`config.mk`:
```
export PLATFORM = sky130hd
export DESIGN_NAME = sliding_window_peak_detector_core
export DESIGN_NICKNAME = d
export VERILOG_FILES = /design/src/rtl/swpd_pkg.sv /design/src/rtl/swpd_ram.sv /design/src/rtl/sliding_window_peak_detector_core.sv
export SDC_FILE = /design/constraint.sdc
export NUM_CORES = 2
export LEC_CHECK = 0
export BUFFER_PORTS_ARGS = -buffer_cell sky130_fd_sc_hd__buf_4
export CELL_PAD_IN_SITES_DETAIL_PLACEMENT = 2
export CELL_PAD_IN_SITES_GLOBAL_PLACEMENT = 2
export CORE_ASPECT_RATIO = 1.4
export CORE_MARGIN = 2
export CORE_UTILIZATION = 44
export CTS_CLUSTER_DIAMETER = 30
export DETAILED_ROUTE_END_ITERATION = 7
export PLACE_DENSITY_LB_ADDON = 0.1
export SYNTH_ARGS = -nofsm -noshare
export SYNTH_HDL_FRONTEND = slang
export SYNTH_SLANG_ARGS = --single-unit
export TNS_END_PERCENT = 100
```
`constraint.sdc`:
```
create_clock -name clk -period 9.7 [get_ports clk]
set_input_delay 1.94 -clock clk [delete_from_list [all_inputs] [get_ports clk]]
set_output_delay 1.94 -clock clk [all_outputs]
set_load 0.1 [all_outputs]
```
`src/rtl/swpd_pkg.sv`:
```
// Shared constants for the sliding-window peak detector.
package swpd_pkg;

    localparam int SAMPLE_W       = 16;
    localparam int PEAK_W         = 2;
    localparam int THR_W          = 8;
    localparam int DEF_RING_DEPTH = 16;

    // APB register map
    localparam int PADDR_W = 3;
    localparam int PDATA_W = 32;
    localparam logic [PADDR_W-3:0] REG_THRESHOLD = 1'b0;
    localparam logic [THR_W-1:0]   THR_RESET     = 8'd48;

    // Result codes
    localparam logic [PEAK_W-1:0] PEAK_NONE = 2'b00;
    localparam logic [PEAK_W-1:0] PEAK_POS  = 2'b01;
    localparam logic [PEAK_W-1:0] PEAK_NEG  = 2'b11;

endpackage

```
`src/rtl/swpd_ram.sv`:
```
// Generic single-write, single-read RAM with registered read data.
module swpd_ram #(
    parameter int WIDTH = 16,
    parameter int DEPTH = 16,
    parameter int AW    = (DEPTH > 1) ? $clog2(DEPTH) : 1
) (
    input  logic             clk,
    input  logic             wr_en,
    input  logic [AW-1:0]    wr_addr,
    input  logic [WIDTH-1:0] wr_data,
    input  logic             rd_en,
    input  logic [AW-1:0]    rd_addr,
    output logic [WIDTH-1:0] rd_data
);

    logic [WIDTH-1:0] mem [DEPTH];

    always_ff @(posedge clk)
    begin
        if (wr_en)
        begin
            mem[wr_addr] <= wr_data;
        end
        if (rd_en)
        begin
            rd_data <= mem[rd_addr];
        end
    end

endmodule

```
`src/rtl/sliding_window_peak_detector_core.sv`:
```
// Sliding-window z-score peak detector, top level.
// Usage:
//   Input channel (in_valid / in_stall / sample): one signed 16-bit sample
//   per item. Output channel (out_valid / out_stall / peak_dir): one result
//   item per input item, +1 peak above the window mean, -1 below, 0 none.
//   APB port: register 0 (byte address 0) is threshold, unsigned Q4.4,
//   reset value 3.0. Write it only while the block is idle.
// Sequence:
//   While the ring of the last RING_DEPTH samples is filling, an item goes
//   from acceptance straight to the output state, and its result 0 is
//   loaded into the output register once that is free. Once full, an item
//   runs a variance pass: it reads every stored sample through the single
//   read port of the ring RAM, one per cycle, through a three-stage
//   deviation / square / accumulate pipe and a drain check, then comes a
//   multiply, a compare-and-write-back, an output and an accept step.
//   One item is in flight at a time; in_stall is high while it is worked on.
// Reset clears fill count, write slot and running sum and sets threshold to
// 3.0; the ring RAM is never cleared since no entry is read before written.
// A stalled output holds its item; the next item is still accepted and runs
// up to its output cycle, then waits.
module sliding_window_peak_detector_core #(
    parameter int RING_DEPTH = swpd_pkg::DEF_RING_DEPTH
) (
    input  logic                          clk,
    input  logic                          rst_n,
    // APB configuration
    input  logic                          psel,
    input  logic                          penable,
    input  logic                          pwrite,
    input  logic [swpd_pkg::PADDR_W-1:0]  paddr,
    input  logic [swpd_pkg::PDATA_W-1:0]  pwdata,
    output logic [swpd_pkg::PDATA_W-1:0]  prdata,
    output logic                          pready,
    // sample input
    input  logic                          in_valid,
    output logic                          in_stall,
    input  logic signed [swpd_pkg::SAMPLE_W-1:0] sample,
    // result output
    output logic                          out_valid,
    input  logic                          out_stall,
    output logic signed [swpd_pkg::PEAK_W-1:0]   peak_dir
);

    import swpd_pkg::*;

    // Widths follow from the window size
    localparam int LOG_N  = $clog2(RING_DEPTH);
    localparam int AW     = (RING_DEPTH > 1) ? LOG_N : 1;
    localparam int CNT_W  = AW + 1;
    localparam int SUM_W  = SAMPLE_W + LOG_N;     // running sum
    localparam int MAG_W  = SAMPLE_W + LOG_N;     // |N*h - S|
    localparam int DEV_W  = MAG_W + 1;            // signed N*h - S
    localparam int SQ_W   = 2 * MAG_W;            // one squared deviation
    localparam int ACC_W  = SQ_W + LOG_N;         // variance sum
    localparam int CMP_W  = ACC_W + 2 * THR_W;    // both sides of the test
    localparam int TSQ_W  = 2 * THR_W;

    localparam logic [CNT_W-1:0]        N_CNT  = CNT_W'(RING_DEPTH);
    localparam logic [AW-1:0]           LAST_SLOT = AW'(RING_DEPTH - 1);
    localparam logic signed [DEV_W-1:0] N_S    = DEV_W'(RING_DEPTH);
    localparam logic [LOG_N:0]          N_U    = (LOG_N + 1)'(RING_DEPTH);

    // Sequencer states
    localparam logic [2:0] ST_IDLE = 3'd0;
    localparam logic [2:0] ST_SCAN = 3'd1;
    localparam logic [2:0] ST_MUL  = 3'd2;
    localparam logic [2:0] ST_CMP  = 3'd3;
    localparam logic [2:0] ST_PUT  = 3'd4;

    logic [2:0]              state_reg;
    logic [THR_W-1:0]        threshold_reg;
    logic [CNT_W-1:0]        fill_reg;
    logic [AW-1:0]           slot_reg;
    logic signed [SUM_W-1:0] sum_reg;

    logic signed [SAMPLE_W-1:0] x_reg;
    logic signed [DEV_W-1:0]    dev_reg;
    logic [TSQ_W-1:0]           tsq_reg;
    logic [SQ_W-1:0]            d2_reg;

    // Variance pipe
    logic [CNT_W-1:0]           rd_cnt_reg;
    logic                       v1_reg;
    logic [AW-1:0]              idx1_reg;
    logic                       v2_reg;
    logic signed [DEV_W-1:0]    e_reg;
    logic                       v3_reg;
    logic [SQ_W-1:0]            sq_reg;
    logic [ACC_W-1:0]           acc_reg;
    logic signed [SAMPLE_W-1:0] old_reg;

    logic [CMP_W-1:0]           lhs_reg;
    logic [CMP_W-1:0]           rhs_reg;
    logic [PEAK_W-1:0]          peak_reg;

    logic                       out_valid_reg;
    logic [PEAK_W-1:0]          out_peak_reg;

    // RAM port signals
    logic                       ram_wr_en;
    logic [AW-1:0]              ram_wr_addr;
    logic [SAMPLE_W-1:0]        ram_wr_data;
    logic                       ram_rd_en;
    logic [SAMPLE_W-1:0]        ram_rd_data;

    logic                       in_accept;
    logic                       filling;
    logic                       out_free;
    logic                       cfg_write;

    logic signed [DEV_W-1:0]    x_ext;
    logic signed [DEV_W-1:0]    h_ext;
    logic signed [DEV_W-1:0]    s_ext;
    logic signed [DEV_W-1:0]    dev_c;
    logic signed [DEV_W-1:0]    e_c;
    logic signed [2*DEV_W-1:0]  sq_full;
    logic signed [2*DEV_W-1:0]  d2_full;
    logic [CMP_W-1:0]           lhs_c;
    logic [CMP_W-1:0]           rhs_c;

    assign in_accept = in_valid && !in_stall;
    assign in_stall  = (state_reg != ST_IDLE);
    assign filling   = (fill_reg < N_CNT);
    assign out_free  = !out_valid_reg || !out_stall;
    assign out_valid = out_valid_reg;
    assign peak_dir  = out_peak_reg;

    // APB
    assign pready    = 1'b1;
    assign cfg_write = psel && penable && pwrite
                       && (paddr[PADDR_W-1:2] == REG_THRESHOLD);
    assign prdata    = (paddr[PADDR_W-1:2] == REG_THRESHOLD)
                       ? PDATA_W'(threshold_reg) : '0;

    // Deviation arithmetic in DEV_W signed, plus the squares and both sides of the test
    always_comb
    begin
        x_ext   = DEV_W'(sample);
        h_ext   = DEV_W'($signed(ram_rd_data));
        s_ext   = DEV_W'(sum_reg);
        dev_c   = N_S * x_ext - s_ext;
        e_c     = N_S * h_ext - s_ext;
        sq_full = e_reg * e_reg;
        d2_full = dev_reg * dev_reg;
        lhs_c   = {(CMP_W - 8)'(d2_reg * N_U), 8'h00};
        rhs_c   = acc_reg * tsq_reg;
    end

    // RAM: fill writes at fill slot, steady state writes the oldest slot
    assign ram_wr_en   = (in_accept && filling) || (state_reg == ST_CMP);
    assign ram_wr_addr = (state_reg == ST_CMP) ? slot_reg : fill_reg[AW-1:0];
    assign ram_wr_data = (state_reg == ST_CMP) ? x_reg : sample;
    assign ram_rd_en   = (state_reg == ST_SCAN) && (rd_cnt_reg < N_CNT);

    swpd_ram #(
        .WIDTH (SAMPLE_W),
        .DEPTH (RING_DEPTH),
        .AW    (AW)
    ) u_ring (
        .clk     (clk),
        .wr_en   (ram_wr_en),
        .wr_addr (ram_wr_addr),
        .wr_data (ram_wr_data),
        .rd_en   (ram_rd_en),
        .rd_addr (rd_cnt_reg[AW-1:0]),
        .rd_data (ram_rd_data)
    );

    // Control
    always_ff @(posedge clk or negedge rst_n)
    begin
        if (!rst_n)
        begin
            state_reg     <= ST_IDLE;
            threshold_reg <= THR_RESET;
            fill_reg      <= '0;
            slot_reg      <= '0;
            sum_reg       <= '0;
            rd_cnt_reg    <= '0;
            v1_reg        <= 1'b0;
            v2_reg        <= 1'b0;
            v3_reg        <= 1'b0;
            out_valid_reg <= 1'b0;
        end
        else
        begin
            if (cfg_write)
            begin
                threshold_reg <= pwdata[THR_W-1:0];
            end

            // new result loads the output register, else a taken one leaves
            if ((state_reg == ST_PUT) && out_free)
            begin
                out_valid_reg <= 1'b1;
            end
            else if (out_valid_reg && !out_stall)
            begin
                out_valid_reg <= 1'b0;
            end

            // pipe valids
            v1_reg <= ram_rd_en;
            v2_reg <= v1_reg;
            v3_reg <= v2_reg;

            case (state_reg)
                ST_IDLE:
                begin
                    if (in_accept)
                    begin
                        if (filling)
                        begin
                            fill_reg  <= fill_reg + 1'b1;
                            sum_reg   <= sum_reg + SUM_W'(sample);
                            state_reg <= ST_PUT;
                        end
                        else
                        begin
                            rd_cnt_reg <= '0;
                            state_reg  <= ST_SCAN;
                        end
                    end
                end
                ST_SCAN:
                begin
                    if (ram_rd_en)
                    begin
                        rd_cnt_reg <= rd_cnt_reg + 1'b1;
                    end
                    else if (!v1_reg && !v2_reg && !v3_reg)
                    begin
                        state_reg <= ST_MUL;
                    end
                end
                ST_MUL:
                begin
                    state_reg <= ST_CMP;
                end
                ST_CMP:
                begin
                    // replace the oldest sample
                    sum_reg   <= sum_reg - SUM_W'(old_reg) + SUM_W'(x_reg);
                    slot_reg  <= (slot_reg == LAST_SLOT) ? '0 : slot_reg + 1'b1;
                    state_reg <= ST_PUT;
                end
                ST_PUT:
                begin
                    if (out_free)
                    begin
                        state_reg <= ST_IDLE;
                    end
                end
                default:
                begin
                    state_reg <= ST_IDLE;
                end
            endcase
        end
    end

    // Datapath
    always_ff @(posedge clk)
    begin
        if (in_accept)
        begin
            x_reg    <= sample;
            dev_reg  <= dev_c;
            tsq_reg  <= threshold_reg * threshold_reg;
            acc_reg  <= '0;
            peak_reg <= PEAK_NONE;
        end

        idx1_reg <= rd_cnt_reg[AW-1:0];
        if (v1_reg)
        begin
            e_reg <= e_c;
            if (idx1_reg == slot_reg)
            begin
                old_reg <= $signed(ram_rd_data);
            end
        end
        if (v2_reg)
        begin
            sq_reg <= sq_full[SQ_W-1:0];
        end
        if (v3_reg)
        begin
            acc_reg <= acc_reg + ACC_W'(sq_reg);
        end

        if (state_reg == ST_SCAN)
        begin
            d2_reg <= d2_full[SQ_W-1:0];
        end

        if (state_reg == ST_MUL)
        begin
            lhs_reg <= lhs_c;
            rhs_reg <= rhs_c;
        end

        if (state_reg == ST_CMP)
        begin
            if (lhs_reg > rhs_reg)
            begin
                peak_reg <= (dev_reg > 0) ? PEAK_POS : PEAK_NEG;
            end
            else
            begin
                peak_reg <= PEAK_NONE;
            end
        end

        if ((state_reg == ST_PUT) && out_free)
        begin
            out_peak_reg <= peak_reg;
        end
    end

endmodule
```
==> impl_metrics.json <==
{
  "synth_edf_count": 586,
  "drt-vias-per-instance": 5.411,
  "first_global_vias": 69960,
  "vias": 56480,
  "die_x_um": 366.5,
  "tritoncts.num_buffers": 150,
  "grt_usage_pct": 29.41,
  "postSynth.topFlopCell": "sky130_fd_sc_hd__edfxtp_1",
  "drt-wirelength-per-cell_um": 25.80,
  "met3RoutedLength_um": 7368,
  "timing.max_slew.rel_slack_pct": 17.24,
  "antenna_violating_nets_post_route": 0,
  "post_cts_resize_count": 0,
  "min_setup_slack_post_route_ns": 0.9790,
  "synth_seq_area_share_pct": 23.36,
  "reg2regPathDepth": 21,
  "number_of_antenna_violations_at_the_first_check_in_global_routing": 6,
  "synth_cells": 7817,
  "detail_route.first_pass.iterations": 5,
  "post-route-period-util_pct": 89.91,
  "syn_avg_cell_area_um2": 10.35,
  "cp-end-kind": "flop",
  "critical_path_class": "reg2reg",
  "gpl.final_weighted_congestion": 0.8450,
  "synth_warnings": 0,
  "die-height_um": 511.4,
  "cts.root.buffer_cell": "sky130_fd_sc_hd__clkbuf_16",
  "data_required_time_of_the_critical_path_ns": 10.20,
  "reg2reg_setup_slack_ns": 0.98,
  "number_of_flip_flops_in_the_largest_register": 256,
  "iter_0_drt_violations": 2321,
  "coreArea_mm2": 0.1832,
  "timing.final.max_slew_violations": 0,
  "run_status": "completed",
  "worst-slew-pin-transition_ns": 1.234,
  "pre_cts_ws_ns": 1.026,
  "fp.dieArea_mm2": 0.1874,
  "detailed_place_hpwl_um": 206900,
  "num_io_pins": 95,
  "timing.rr.start": "e_reg[3]",
  "hold_class": "reg2reg",
  "post-cts-setup-buffers": 0,
  "tritoncts": "built",
  "grt_setup_unrepaired": "no",
  "global_route_wire_length_before_repair_um": 415000,
  "rows": 186,
  "timing.hold.worst_path_depth": 0,
  "clk_transition_reported_paths_ns": 0.05,
  "design_area_mm2": 0.08911,
  "final.min_clock_period_ns": 8.721,
  "reg2reg_end": "sq_reg[39]",
  "worst-path-max-fanout": 18,
  "syn_area_mm2": 0.08093,
  "final.setup.tns_ns": 0,
  "min_delay_worst_endpoint": "lhs_reg[34]",
  "hold_viol": 0,
  "drcViolationCount": 0,
  "top_layer_reached_by_signal_wires": "met4",
  "total_length_of_routed_met2_wires_um": 155100,
  "hold_fix_buffers_at_cts": 0,
  "finish.net_count": 9933,
  "met1Wirelength_um": 90860,
  "cp.arrival_ns": 9.22,
  "synth_seq_cells": 639,
  "maxCapViolCount": 0,
  "drive_gt1_share_pct": 6.783,
  "clockBufferDepth": 4,
  "grt_max_degree": 85,
  "drt-total-wl_um": 269300,
  "setup_viol": 0,
  "yosys.cell_types.count": 87,
  "numPortBuffers": 43,
  "clkLatencyLatePin_ns": 0.83,
  "holdCritStartpoint": "d2_reg[22]",
  "fmax_mhz": 114.7,
  "ctsHtreeMaxLevel": 4,
  "clock-sinks": 639,
  "synth_async_sr_flop_share_pct": 7.668,
  "area_delta_synth_final_pct": 10.11,
  "skew_ns": 0.09952,
  "cp-start-kind": "flop",
  "post_dp_cell_area_mm2": 0.08426,
  "start_util_pct": 44.19,
  "gr-total-overflow": 0
}
[cells in the final DEF, fill, tap and decap left out, types with 12 or more instances in the layout]
cell type,count
sky130_fd_sc_hd__inv_6,12
sky130_fd_sc_hd__o21ai_0,122
sky130_fd_sc_hd__nor4_1,14
sky130_fd_sc_hd__bufinv_16,13
sky130_fd_sc_hd__and3_1,24
sky130_fd_sc_hd__mux2_2,15
sky130_fd_sc_hd__nand4_1,31
sky130_fd_sc_hd__inv_1,1838
sky130_fd_sc_hd__o21a_1,41
sky130_fd_sc_hd__nand2_1,820
sky130_fd_sc_hd__clkinvlp_4,14
sky130_fd_sc_hd__clkinv_2,17
sky130_fd_sc_hd__o21ai_1,27
sky130_fd_sc_hd__clkbuf_16,154
sky130_fd_sc_hd__xor2_1,88
sky130_fd_sc_hd__xnor2_1,190
sky130_fd_sc_hd__o31ai_1,13
sky130_fd_sc_hd__a211o_1,12
sky130_fd_sc_hd__a21o_1,135
sky130_fd_sc_hd__a31oi_1,33
sky130_fd_sc_hd__fa_1,1388
sky130_fd_sc_hd__or3_1,21
sky130_fd_sc_hd__buf_4,178
sky130_fd_sc_hd__o21bai_1,36
sky130_fd_sc_hd__a211oi_1,32
sky130_fd_sc_hd__clkbuf_1,14
sky130_fd_sc_hd__conb_1,27
sky130_fd_sc_hd__nand2b_1,36
sky130_fd_sc_hd__dfrtp_1,43
sky130_fd_sc_hd__nor2b_1,34
sky130_fd_sc_hd__a21oi_1,217
sky130_fd_sc_hd__ha_1,604
sky130_fd_sc_hd__nor3_1,69
sky130_fd_sc_hd__mux4_2,80
sky130_fd_sc_hd__nor2_1,289
sky130_fd_sc_hd__nand3_1,46
sky130_fd_sc_hd__edfxtp_1,586
sky130_fd_sc_hd__and2_1,433
sky130_fd_sc_hd__clkinv_1,23
sky130_fd_sc_hd__o211ai_1,23
[Yosys cell counts, drive strengths merged, types with 46 or more instances]
| library cell | instances | area [µm²] |
|---|---|---|
| nor3 | 69 | 345.3 |
| nor2 | 290 | 1089 |
| mux4 | 80 | 1802 |
| o21ai | 150 | 754.5 |
| edfxtp | 586 | 17600 |
| a21oi | 220 | 1112 |
| a21o | 135 | 1013 |
| inv | 1841 | 6910 |
| ha | 604 | 7557 |
| and2 | 433 | 2709 |
| xnor2 | 190 | 1664 |
| fa | 1388 | 27790 |
| nand2 | 822 | 3085 |
| clkbuf | 248 | 932.1 |
| dfrtp | 47 | 1176 |
| nand3 | 46 | 230.2 |
| xor2 | 88 | 770.7 |
[area by class of cell]
class / count / area, µm²
well taps: 2444 / 3058
flip-flops and latches: 639 / 18910
clock inverters: 91 / 930.9
diodes: 4 / 10.01
clock buffers: 168 / 3906
fillers: 18810 / 94050
repair buffers: 178 / 1336
multi-input cells: 5069 / 54020
inverters: 1845 / 6928
[per-stage QoR]
step | std cells | hold WS [ns] | utilization, %
after CTS | 10430 | 0.4177 | 48.65
after floorplan | 7842 | 0.3454 | -
after global routing | 10440 | 0.4193 | 48.65
after global placement | 10180 | 0.4039 | 46.00
final | 10440 | 0.4148 | 48.65
after detailed placement | 10180 | 0.4065 | 46.00
[metal layers]
metal	vias to the layer above	global-route usage, %
li1	24450	-
met2	1176	59.11
met3	644	2.873
met1	30210	29.15
met4	0	15.49
met5	-	0
[cells by family after synthesis]
| group | after synthesis | synth area share [%] |
|---|---|---|
| xor gates and xnor gates | 278 | 3.009 |
| and+or+nand+nor | 1871 | 10.95 |
| other | 2 | 0.009280 |
| AOI/OAI and AO/OA | 796 | 6.424 |
| adders and majority gates | 1992 | 43.67 |
| buffers and inverters | 2134 | 10.02 |
| DFF | 639 | 23.36 |
| muxes | 105 | 2.559 |
[worst max-delay path: stages (launching register included)]
cell and delay (ns):
sky130_fd_sc_hd__edfxtp_1 0.95, sky130_fd_sc_hd__inv_1 0.60, sky130_fd_sc_hd__nor2_1 0.47, sky130_fd_sc_hd__fa_1 0.61, sky130_fd_sc_hd__fa_1 0.61, sky130_fd_sc_hd__inv_1 0.07, sky130_fd_sc_hd__fa_1 0.68, sky130_fd_sc_hd__inv_1 0.27
sky130_fd_sc_hd__fa_1 0.54, sky130_fd_sc_hd__fa_1 0.54, sky130_fd_sc_hd__fa_1 0.50, sky130_fd_sc_hd__inv_1 0.06, sky130_fd_sc_hd__fa_1 0.51, sky130_fd_sc_hd__inv_1 0.05, sky130_fd_sc_hd__ha_1 0.40, sky130_fd_sc_hd__o21ai_0 0.12
sky130_fd_sc_hd__nor3_1 0.21, sky130_fd_sc_hd__nand3_1 0.23, sky130_fd_sc_hd__a211oi_1 0.55, sky130_fd_sc_hd__o21ai_1 0.20, sky130_fd_sc_hd__mux2i_1 0.17, sky130_fd_sc_hd__nor2_1 0.09
[worst max path at each step]
| stage | start | to | cells after the start |
|---|---|---|---|
| detailed placement | e_reg[3] | sq_reg[39] | 21 |
| global placement | e_reg[3] | sq_reg[38] | 24 |
| CTS | e_reg[3] | sq_reg[39] | 21 |
| finish | e_reg[3] | sq_reg[39] | 21 |
| floorplan | e_reg[20] | sq_reg[38] | 24 |
| global route | e_reg[3] | sq_reg[39] | 21 |
Power is not shown: default switching activity piles up to over one toggle a cycle in this logic, so the estimate is an artifact.
